`src/rtl/core/tksd_pkg.sv`:
```
// ----------------------------------------------------------------------------
// tksd_pkg: terminal key sequence decoder definitions
// Beat types, phase and key codes, byte constants and small decode helpers.
// ----------------------------------------------------------------------------
package tksd_pkg;

  // Event kinds on the input channel
  localparam logic [1:0] MODE_BYTE    = 2'd0;
  localparam logic [1:0] MODE_TIMEOUT = 2'd1;
  localparam logic [1:0] MODE_RESIZE  = 2'd2;

  // Byte constants
  localparam logic [7:0] BYTE_ESC    = 8'h1b;
  localparam logic [7:0] BYTE_LBRK   = 8'h5b;  // '['
  localparam logic [7:0] BYTE_TILDE  = 8'h7e;  // '~'
  localparam logic [7:0] BYTE_DEL    = 8'h7f;
  localparam logic [7:0] BYTE_BS     = 8'h08;
  localparam logic [7:0] BYTE_ZERO   = 8'h30;  // '0'
  localparam logic [7:0] BYTE_NINE   = 8'h39;  // '9'

  // Number of raw bytes carried in one result beat
  localparam int unsigned OUT_BYTES = 4;

  typedef enum logic [2:0] {
    PH_IDLE = 3'd0,
    PH_ESC1 = 3'd1,
    PH_ESC2 = 3'd2,
    PH_ESC3 = 3'd3,
    PH_UTF8 = 3'd4
  } phase_e;

  typedef enum logic [3:0] {
    K_NULL  = 4'd0,
    K_CHAR  = 4'd1,
    K_ESC   = 4'd2,
    K_BS    = 4'd3,
    K_UP    = 4'd4,
    K_DOWN  = 4'd5,
    K_RIGHT = 4'd6,
    K_LEFT  = 4'd7,
    K_HOME  = 4'd8,
    K_END   = 4'd9,
    K_DEL   = 4'd10,
    K_PGUP  = 4'd11,
    K_PGDN  = 4'd12
  } key_e;

  typedef struct packed {
    logic [1:0] mode;
    logic [7:0] data_byte;
  } in_t;

  typedef struct packed {
    logic [3:0]  key_kind;
    logic [7:0]  char_code;
    logic [31:0] raw_bytes;
    logic [2:0]  raw_count;
  } out_t;

  // Total sequence length coded in a UTF-8 lead byte; invalid leads count as one
  function automatic logic [2:0] lead_len(input logic [7:0] c);
    logic [2:0] len;
    priority if ((c & 8'h80) == 8'h00) len = 3'd1;
    else if ((c & 8'he0) == 8'hc0)     len = 3'd2;
    else if ((c & 8'hf0) == 8'he0)     len = 3'd3;
    else if ((c & 8'hf8) == 8'hf0)     len = 3'd4;
    else                               len = 3'd1;
    return len;
  endfunction

  // Final byte of ESC [ x
  function automatic key_e letter_key(input logic [7:0] b);
    key_e k;
    case (b)
      8'h41:   k = K_UP;     // 'A'
      8'h42:   k = K_DOWN;   // 'B'
      8'h43:   k = K_RIGHT;  // 'C'
      8'h44:   k = K_LEFT;   // 'D'
      8'h48:   k = K_HOME;   // 'H'
      8'h46:   k = K_END;    // 'F'
      default: k = K_ESC;
    endcase
    return k;
  endfunction

  // Digit of ESC [ digit ~
  function automatic key_e tilde_key(input logic [7:0] d);
    key_e k;
    case (d)
      8'h31:   k = K_HOME;  // '1'
      8'h33:   k = K_DEL;   // '3'
      8'h34:   k = K_END;   // '4'
      8'h35:   k = K_PGUP;  // '5'
      8'h36:   k = K_PGDN;  // '6'
      8'h37:   k = K_HOME;  // '7'
      8'h38:   k = K_END;   // '8'
      default: k = K_ESC;
    endcase
    return k;
  endfunction

endpackage

```
`src/rtl/core/terminal_key_sequence_decoder_unit.sv`:
```
// ----------------------------------------------------------------------------
// terminal_key_sequence_decoder_unit: terminal key sequence decoder
// Turns terminal events (bytes, timeouts, resizes) into decoded keypresses.
// ----------------------------------------------------------------------------
// Usage:
//   Input channel (in_valid_i / in_stall_o / in_data_i) carries one event per
//   beat: a received byte, a read timeout or a window resize. Output channel
//   (out_valid_o / out_stall_i / out_data_o) carries one decoded key per beat
//   with its raw bytes (first byte in bits 7..0) and their count.
//   An event produces zero or one key: ESC sequences and UTF-8 characters
//   span several events and give their key on the event that completes them.
//   An accepted event is held in the event register and decoded into the
//   result register, whose beat is on out_data_o. Throughput: one event per
//   cycle while the output is not stalled; a single pass of logic between
//   the two registers decodes the event and updates the decoder state.
//   When the receiver stalls, the result register holds its beat; the event
//   register still takes one more event, and in_stall_o rises only while
//   both registers are full and the output is stalled.
//   Reset (rst_ni low, asynchronous) empties both registers and returns the
//   decoder to idle with no bytes held.
// ----------------------------------------------------------------------------
module terminal_key_sequence_decoder_unit #(
  parameter int unsigned MAX_RAW_BYTES = 4
) (
  input  logic           clk_i,
  input  logic           rst_ni,
  input  logic           in_valid_i,
  output logic           in_stall_o,
  input  tksd_pkg::in_t  in_data_i,
  output logic           out_valid_o,
  input  logic           out_stall_i,
  output tksd_pkg::out_t out_data_o
);

  localparam int unsigned IDX_W = $clog2(MAX_RAW_BYTES);
  localparam int unsigned CNT_W = $clog2(MAX_RAW_BYTES + 1);

  // Event register
  logic          in_valid_q;
  tksd_pkg::in_t in_data_q;

  // Decoder state
  tksd_pkg::phase_e phase_q, phase_d;
  logic [CNT_W-1:0] cnt_q, cnt_d;
  logic [2:0]       need_q, need_d;
  logic [7:0]       store_q [MAX_RAW_BYTES];
  logic [7:0]       store_d [MAX_RAW_BYTES];

  // Result register
  logic           out_valid_q;
  tksd_pkg::out_t out_data_q, out_data_d;

  logic             adv;
  logic             emit;
  tksd_pkg::key_e   kind;
  logic             is_byte;
  logic             is_resize;
  logic [7:0]       c;
  logic [CNT_W-1:0] cnt_base;
  logic [CNT_W-1:0] cnt_new;
  logic [CNT_W-1:0] n_out;

  // Handshake: decode when the event register is full and the result slot frees
  assign adv        = in_valid_q && (!out_valid_q || !out_stall_i);
  assign in_stall_o = in_valid_q && !adv;

  always_ff @(posedge clk_i or negedge rst_ni) begin
    if (!rst_ni) begin
      in_valid_q <= 1'b0;
    end else if (in_valid_i && !in_stall_o) begin
      in_valid_q <= 1'b1;
    end else if (adv) begin
      in_valid_q <= 1'b0;
    end
  end

  always_ff @(posedge clk_i) begin
    if (in_valid_i && !in_stall_o) begin
      in_data_q <= in_data_i;
    end
  end

  // Byte capture into the raw store
  assign is_byte   = (in_data_q.mode == tksd_pkg::MODE_BYTE);
  assign is_resize = (in_data_q.mode == tksd_pkg::MODE_RESIZE);
  assign c         = in_data_q.data_byte;
  assign cnt_base  = (phase_q == tksd_pkg::PH_IDLE) ? '0 : cnt_q;

  always_comb begin
    store_d = store_q;
    cnt_new = cnt_base;
    if (is_byte && (cnt_base < CNT_W'(MAX_RAW_BYTES))) begin
      store_d[cnt_base[IDX_W-1:0]] = c;
      cnt_new = cnt_base + CNT_W'(1);
    end
  end

  // Sequence decode: next phase and key
  always_comb begin
    phase_d = phase_q;
    cnt_d   = cnt_new;
    need_d  = need_q;
    emit    = 1'b0;
    kind    = tksd_pkg::K_NULL;
    unique case (phase_q)
      tksd_pkg::PH_IDLE: begin
        if (!is_byte) begin
          emit = is_resize;
          kind = tksd_pkg::K_NULL;
        end else if (c == tksd_pkg::BYTE_ESC) begin
          phase_d = tksd_pkg::PH_ESC1;
        end else if (tksd_pkg::lead_len(c) == 3'd1) begin
          emit = 1'b1;
          kind = (c == tksd_pkg::BYTE_DEL || c == tksd_pkg::BYTE_BS) ?
                 tksd_pkg::K_BS : tksd_pkg::K_CHAR;
        end else begin
          phase_d = tksd_pkg::PH_UTF8;
          need_d  = tksd_pkg::lead_len(c);
        end
      end
      tksd_pkg::PH_ESC1: begin
        if (!is_byte) begin
          emit = 1'b1;
          kind = tksd_pkg::K_ESC;
        end else begin
          phase_d = tksd_pkg::PH_ESC2;
        end
      end
      tksd_pkg::PH_ESC2: begin
        if (!is_byte || store_d[1] != tksd_pkg::BYTE_LBRK) begin
          emit = 1'b1;
          kind = tksd_pkg::K_ESC;
        end else if (c >= tksd_pkg::BYTE_ZERO && c <= tksd_pkg::BYTE_NINE) begin
          phase_d = tksd_pkg::PH_ESC3;
        end else begin
          emit = 1'b1;
          kind = tksd_pkg::letter_key(c);
        end
      end
      tksd_pkg::PH_ESC3: begin
        emit = 1'b1;
        kind = (is_byte && c == tksd_pkg::BYTE_TILDE) ?
               tksd_pkg::tilde_key(store_d[2]) : tksd_pkg::K_ESC;
      end
      tksd_pkg::PH_UTF8: begin
        // Timeout or resize ends the character early
        if (!is_byte || cnt_new >= CNT_W'(need_q) ||
            cnt_new >= CNT_W'(MAX_RAW_BYTES)) begin
          emit = 1'b1;
          kind = tksd_pkg::K_CHAR;
        end
      end
      default: begin
        phase_d = tksd_pkg::PH_IDLE;
        cnt_d   = '0;
        need_d  = '0;
      end
    endcase
    if (emit) begin
      phase_d = tksd_pkg::PH_IDLE;
      cnt_d   = '0;
      need_d  = '0;
    end
  end

  // Result packing: at most four bytes, unused bytes zero
  assign n_out = (cnt_new > CNT_W'(tksd_pkg::OUT_BYTES)) ?
                 CNT_W'(tksd_pkg::OUT_BYTES) : cnt_new;

  always_comb begin
    out_data_d.key_kind  = kind;
    out_data_d.char_code = (n_out != '0) ? store_d[0] : 8'h00;
    out_data_d.raw_count = 3'(n_out);
    out_data_d.raw_bytes = '0;
    for (int i = 0; i < tksd_pkg::OUT_BYTES; i++) begin
      if (CNT_W'(i) < n_out) begin
        out_data_d.raw_bytes[8*i +: 8] = store_d[IDX_W'(i)];
      end
    end
  end

  // State registers
  always_ff @(posedge clk_i or negedge rst_ni) begin
    if (!rst_ni) begin
      phase_q <= tksd_pkg::PH_IDLE;
      cnt_q   <= '0;
      need_q  <= '0;
    end else if (adv) begin
      phase_q <= phase_d;
      cnt_q   <= cnt_d;
      need_q  <= need_d;
    end
  end

  always_ff @(posedge clk_i) begin
    if (adv) begin
      store_q <= store_d;
    end
  end

  // Result register
  always_ff @(posedge clk_i or negedge rst_ni) begin
    if (!rst_ni) begin
      out_valid_q <= 1'b0;
    end else if (adv) begin
      out_valid_q <= emit;
    end else if (!out_stall_i) begin
      out_valid_q <= 1'b0;
    end
  end

  always_ff @(posedge clk_i) begin
    if (adv && emit) begin
      out_data_q <= out_data_d;
    end
  end

  assign out_valid_o = out_valid_q;
  assign out_data_o  = out_data_q;

`ifndef SYNTHESIS
  // Idle and escape phases hold exactly the bytes seen so far
  a_idle_empty: assert property (@(posedge clk_i) disable iff (!rst_ni)
    phase_q == tksd_pkg::PH_IDLE |-> cnt_q == '0)
    else $error("idle phase with bytes held");

  a_esc_count: assert property (@(posedge clk_i) disable iff (!rst_ni)
    (phase_q != tksd_pkg::PH_ESC1 || cnt_q == CNT_W'(1)) &&
    (phase_q != tksd_pkg::PH_ESC2 || cnt_q == CNT_W'(2)) &&
    (phase_q != tksd_pkg::PH_ESC3 || cnt_q == CNT_W'(3)))
    else $error("escape phase and byte count disagree");

  // Gathering UTF-8 means a multi-byte lead with bytes still missing
  a_utf8_need: assert property (@(posedge clk_i) disable iff (!rst_ni)
    phase_q == tksd_pkg::PH_UTF8 |->
      (need_q >= 3'd2) && (need_q <= 3'd4) &&
      (cnt_q >= CNT_W'(1)) && (cnt_q < CNT_W'(need_q)))
    else $error("UTF-8 gather state inconsistent");

  // Input stalls only while both registers are full and the output is held
  a_stall_cause: assert property (@(posedge clk_i) disable iff (!rst_ni)
    in_stall_o |-> in_valid_q && out_valid_o && out_stall_i)
    else $error("input stalled without a full pipeline");

  // A delivered beat never claims more than four bytes, and none means no lead
  a_out_count: assert property (@(posedge clk_i) disable iff (!rst_ni)
    out_valid_o |-> (out_data_o.raw_count <= 3'd4) &&
      (out_data_o.raw_count != 3'd0 || out_data_o.char_code == 8'h00))
    else $error("result byte count out of range");
`endif

endmodule
```
`config.mk`:
```
export PLATFORM = sky130hd
export DESIGN_NAME = terminal_key_sequence_decoder_unit
export DESIGN_NICKNAME = d
export VERILOG_FILES = /design/src/rtl/core/tksd_pkg.sv /design/src/rtl/core/terminal_key_sequence_decoder_unit.sv
export SDC_FILE = /design/constraint.sdc
export NUM_CORES = 1
export LEC_CHECK = 0
export BUFFER_PORTS_ARGS = -buffer_cell sky130_fd_sc_hd__buf_2
export CORE_MARGIN = 4
export CORE_UTILIZATION = 57
export DETAILED_ROUTE_END_ITERATION = 8
export GPL_TIMING_DRIVEN = 0
export PLACE_DENSITY = 0.89
export SLEW_MARGIN = 25
export SYNTH_ARGS = -nofsm -noshare
export SYNTH_HDL_FRONTEND = slang
export SYNTH_SLANG_ARGS = --single-unit
```
`constraint.sdc`:
```
create_clock -name clk_i -period 5.9 [get_ports clk_i]
set_input_delay 0.59 -clock clk_i [delete_from_list [all_inputs] [get_ports clk_i]]
set_output_delay 0.59 -clock clk_i [all_outputs]
set_load 0.1 [all_outputs]
```
==> run_results.csv, run 1 <==
group,metric,value,unit
synthesis,yosysTopAreaCellShare,0.496,
cells_and_area,instances_no_fill,504,
sta,fmax,237,MHz
place,gp_congestion,0.900,
place,dp_cells,488,
synthesis,synth_compound_area_frac,0.136,
die,die_h,91.1,um
worst_setup_path,worstPathArrival,4340,ps
sta,fin_crit,4230,ps
status,status,"finished clean",
die,start_util,0.583,
worst_setup_path,crit_fanout,28,
hold_path,hp-class,"in2async",
clock_tree,htreeDepth,3,
synthesis,synth_cells,346,
cells_and_area,drive_gt1_frac,0.250,
synthesis,synth_area_leader_cell,"edfxtp_1",
cells_and_area,final_net_count,440,
flow_run,cap_viol_max_count,0,
synthesis,synth_fa_ha_area_frac,0.0222,
grt,grt_use_total,0.206,
cells_and_area,antenna_cells,0,
clock_tree,clkTransAtPathRegs,80,ps
die,die_x,91.1,um
worst_setup_path,path_cells,"clkbuf_1, nor3_1, nor2_1, a22oi_1, clkbuf_1, ha_1, nor2_1, a21oi_1, o211ai_4, o211ai_4, nor2_2, nor2_4, buf_12",
worst_setup_path,reg2reg_from,"phase_q[1]",
detailed_routing,wl_per_cell,16.1,um
synthesis,synthSimpleGateAreaFrac,0.152,
detailed_routing,drc,0,
detailed_routing,ant_nets,0,
place,portBuffers,46,
clock_tree,cts_tree,"yes",
die,rows,30,
synthesis,synth_warnings,0,
worst_setup_path,crit_type,"reg2reg",
detailed_routing,drt-total-wl,8110,um
sta,tightest_slew,1070,ps
synthesis,synth_edf_count,65,
sta,fin_skew,13.2,ps
synthesis,synth-seq-cells,76,
worst_setup_path,start_kind,"flip-flop",
cells_and_area,design_area,0.00455,mm^2
sta,setup_viol,0,
clock_tree,hold_buffers,0,
worst_setup_path,r2r_slack,1670,ps
place,hpwl,5850,um
sta,slew_viol_final,0,
sta,finalHoldViolations,0,
sta,rsz0062_at_grt,"false",
sta,relSlewSlack,0.286,
sta,fin_hold_ws,90.8,ps
worst_setup_path,cpPeakStageDelay,750,ps
cells_and_area,area_growth,15.6,%
grt,grt_pass1_vias,2669,
die,core_region_area,0.00676,mm^2
grt,antenna_found_initial,0,
clock_tree,cts_setup_buffers,0,
synthesis,yosysSeqAreaShare,0.566,
detailed_routing,vias,2863,
synthesis,syn_area,0.00394,mm^2
detailed_routing,drt-initial-drc-count,268,
worst_setup_path,crit_slowest_cell,"a22oi_1",
synthesis,ys_types,61,
worst_setup_path,endpoint_kind,"flip-flop",
detailed_routing,viasPerCell,5.68,
synthesis,synth_xor_area_frac,0.00667,
place,place_area,0.00435,mm^2
clock_tree,clock_path_buffers,2,
synthesis,synth_top_family_by_area,"simple AND/OR/NAND/NOR gates",
clock_tree,insertion_delay,360,ps
clock_tree,cts_resized,0,
detailed_routing,dr.pass1.iters,6,
die,ioPinCount,63,
grt,grt_max_degree,29,
sta,post-route-period-util,0.716,
synthesis,syn_avg_cell_area,11.4,um^2
worst_setup_path,required,6010,ps
synthesis,synth.area.mux_share,0.0486,
sta,tns,0,ps
die,die-area,0.00830,mm^2
clock_tree,root_buffer,"clkbuf_8",
synthesis,ys.flop_type,"edfxtp_1",
synthesis,ys_async_sr_fraction,0.145,
clock_tree,cts_made_buffers,9,
grt,overflow,0,
grt,grt_first_pass_wirelength,13200,um
synthesis,synthTopCellsByCount,"edfxtp_1, nand2_1, nor2_1",
worst_setup_path,startpoint,"phase_q[1]",
synthesis,synthMostInstantiatedCell,"edfxtp_1",
clock_tree,cts_sinks,76,
synthesis,post_synth_main_area_contributors,"edfxtp_1, dfrtp_1, nand2_1",
==> critical path, delay by kind of cell, from the launching register on <==
kind	cells	cell delay (ps)
fa+ha+maj	1	330
flops	1	420
buf+inv	3	900
compound gates	4	1270
simple gates	5	1020
==> cells by family (layout without fill, tap and decap cells) <==
logic type	count (synthesis)	count (layout)
muxes	18	18
buffers and inverters	52	115
other	1	16
and+or+nand+nor	118	118
xor gates and xnor gates	3	3
DFF	76	76
adders and majority gates	7	7
AOI/OAI and AO/OA	71	71
==> per-layer routing <==
metal  global-route usage  wire length (um)  share of wire
met1                0.260              3300           0.41
met2                0.327              3930           0.48
met3               0.0505               562          0.069
met4                0.109               311          0.038
met5                    0                 0              0
==> stage by stage <==
step	worst slack, ps	utilization
6_report	1670	0.674
5_1_grt	1300	0.674
2_1_floorplan	1640	-
3_5_place_dp	1740	0.644
3_3_place_gp	347	0.640
4_1_cts	1710	0.674
==> cell usage in the layout (no fill, tap or decap), types with 4 or more instances in the layout <==
cell      Yosys  final
nand4_1       4      4
edfxtp_1     65     65
nor2_1       32     31
nand2_1      41     41
buf_4        16     16
ha_1          7      7
clkbuf_8      0      9
a32o_1        4      4
clkbuf_1     13     13
a21boi_0     15     15
mux2i_1       9      9
conb_1        1     16
buf_2         4     50
mux2_2        9      9
inv_1        18     18
o21ai_0      11     11
a21oi_1      12     12
dfrtp_1      11     11
nor3_1        7      7
==> flip-flops by register name (all words and copies together), names as in the netlist <==
name and flops:
out_data_o 31, store_q 24, c 8, cnt_q 3
need_q 3, phase_q 3, in_data_q 2, in_valid_q 1
out_valid_o 1
==> worst paths after layout <==
kind | cells past startpoint | to
max | 13 | out_data_o[38]
min reg2reg | 1 | need_q[2]
min in group clk_i | 1 | c[4]
min | 1 | in_valid_q
max in group asynchronous | 1 | phase_q[0]
max reg2reg | 13 | out_data_o[38]
==> area by class of cell <==
class                           instances  area (um^2)
Timing Repair Buffer                   47          250
Tap cell                               80          100
Buffer                                 34          200
Clock inverter                          7         75.1
Clock buffer                            9          124
Sequential cell                        76         2230
Inverter                               18         67.6
Multi-Input combinational cell        233         1510
Fill cell                             522         2210
Power of run 1 is not shown: default switching activity piles up to over one toggle a cycle in this logic, so the estimate is an artifact.
==> inputs of run 2 (changes only) <==
==> constraint.sdc (replaced) <==
create_clock -name clk_i -period 4.4 [get_ports clk_i]
set_input_delay 0.44 -clock clk_i [delete_from_list [all_inputs] [get_ports clk_i]]
set_output_delay 0.44 -clock clk_i [all_outputs]
set_load 0.1 [all_outputs]
==> run_results.csv, run 2 (synthesized netlist as in run 1, its figures left out) <==
group,metric,value,unit
detailed_routing,dr.pass1.iters,5,
worst_setup_path,crit_type,"reg2reg",
sta,fin_ws,426,ps
clock_tree,htreeDepth,3,
hold_path,hp-class,"in2reg",
cells_and_area,largest_reg_flops,31,
sta,relSlewSlack,0.300,
clock_tree,clkTransAtPathRegs,80,ps
die,die-area,0.00830,mm^2
clock_tree,insertion_delay,360,ps
place,hpwl,5850,um
die,ioPinCount,63,
cells_and_area,mostFrequentLayoutCells,"edfxtp_1, buf_2, nand2_1",
grt,grt_pass1_vias,2675,
place,dp_cells,488,
flow_run,cap_viol_max_count,0,
worst_setup_path,crit_fanout,28,
clock_tree,clock_path_buffers,2,
grt,overflow,0,
sta,post-route-period-util,0.903,
clock_tree,cts_sinks,76,
grt,grt_first_pass_wirelength,13300,um
sta,finalHoldViolations,0,
detailed_routing,drt-total-wl,8140,um
worst_setup_path,endpoint_kind,"flip-flop",
detailed_routing,ant_nets,0,
grt,grt_use_total,0.206,
die,die_x,91.1,um
sta,tightest_slew,1050,ps
clock_tree,cts_made_buffers,9,
worst_setup_path,start_kind,"flip-flop",
cells_and_area,top_register,"out_data_o",
sta,slew_viol_final,0,
die,rows,30,
grt,grt_max_degree,29,
cells_and_area,antenna_cells,0,
place,dp_slack,236,ps
worst_setup_path,worstPathArrival,4090,ps
cells_and_area,instances_no_fill,505,
die,die_h,91.1,um
place,gp_congestion,0.900,
sta,rsz0062_at_grt,"false",
cells_and_area,reg_top3,"out_data_o (31), store_q (24), c (8)",
cells_and_area,num-fill-cells,521,
clock_tree,root_buffer,"clkbuf_8",
grt,antenna_found_initial,0,
cells_and_area,final_common_cell,"edfxtp_1",
sta,fin_skew,12.2,ps
worst_setup_path,required,4520,ps
sta,fmax,252,MHz
detailed_routing,viasPerCell,5.69,
cells_and_area,drive_gt1_frac,0.252,
place,portBuffers,46,
sta,fin_crit,3970,ps
sta,setup_viol,0,
die,core_region_area,0.00676,mm^2
die,start_util,0.583,
clock_tree,cts_tree,"yes",
detailed_routing,wl_per_cell,16.1,um
detailed_routing,drc,0,
clock_tree,cts_setup_buffers,0,
status,status,"finished clean",
detailed_routing,drt-initial-drc-count,304,
detailed_routing,vias,2872,
cells_and_area,final_net_count,441,
cells_and_area,area_growth,16.0,%
-- run 2: cell types whose count changed in the layout (fill, tap and decap cells not counted), sizes merged --
cell and delta:
dlygate4sd3 +1
-- run 2: worst max-delay path, stage by stage, from the launching register on --
cell and delay [ps]:
dfrtp_1 420, clkbuf_1 220, nor3_1 420, nor2_1 130
a22oi_2 500, clkbuf_1 490, ha_1 330, nor2_1 110
a21oi_1 110, o211ai_4 260, o211ai_4 150, nor2_2 270
nor2_4 100, buf_12 190
-- run 2: path summary, 6_finish.rpt --
| path | slack, ps | cells past startpoint | from | end |
|---|---|---|---|---|
| worst max register to register | 430 | 13 | phase_q[1] | out_data_o[38] |
| worst min-delay path | 250 | 1 | in_data_i[4] | c[4] |
| max in group asynchronous | 3720 | 2 | rst_ni | phase_q[0] |
| worst min register to register | 510 | 1 | need_q[2] | need_q[2] |
| worst max-delay path | 430 | 13 | phase_q[1] | out_data_o[38] |
| min in group asynchronous | 480 | 2 | rst_ni | in_valid_q |
-- run 2: area by class of cell --
cell class                      instances  area (um^2)  area share
Clock inverter                          7         75.1      0.0164
Multi-Input combinational cell        233         1510       0.331
Inverter                               18         67.6      0.0148
Clock buffer                            9          124      0.0271
Tap cell                               80          100      0.0219
Timing Repair Buffer                   48          260      0.0570
Buffer                                 34          200      0.0438
Sequential cell                        76         2230       0.488
-- run 2: what timing repair did --
| action | CTS | global route |
|---|---|---|
| endpoints found under the hold margin | 11 | 0 |
| resized for setup | 0 | 1 |
| setup endpoints to repair | 0 | 28 |
| hold buffers | 1 | 0 |
-- run 2: through the flow --
stage	utilization	hold slack, ps	setup TNS (ps)	area [um^2]
global route	0.676	236	0	4570
finish	0.676	248	0	4570
detailed placement	0.644	322	0	4350
global placement	0.640	318	-35660	4320
floorplan	-	144	0	3990
CTS	0.675	239	0	4560
-- run 2: per-layer routing --
layer / vias to the layer above / routed length, um / global-route usage
li1: 1381 / - / -
met1: 1345 / 3350 / 0.261
met2: 122 / 3920 / 0.328
met3: 24 / 540 / 0.0505
met4: 0 / 327 / 0.109
met5: - / 0 / 0
Power of run 2 is left out for the same reason.
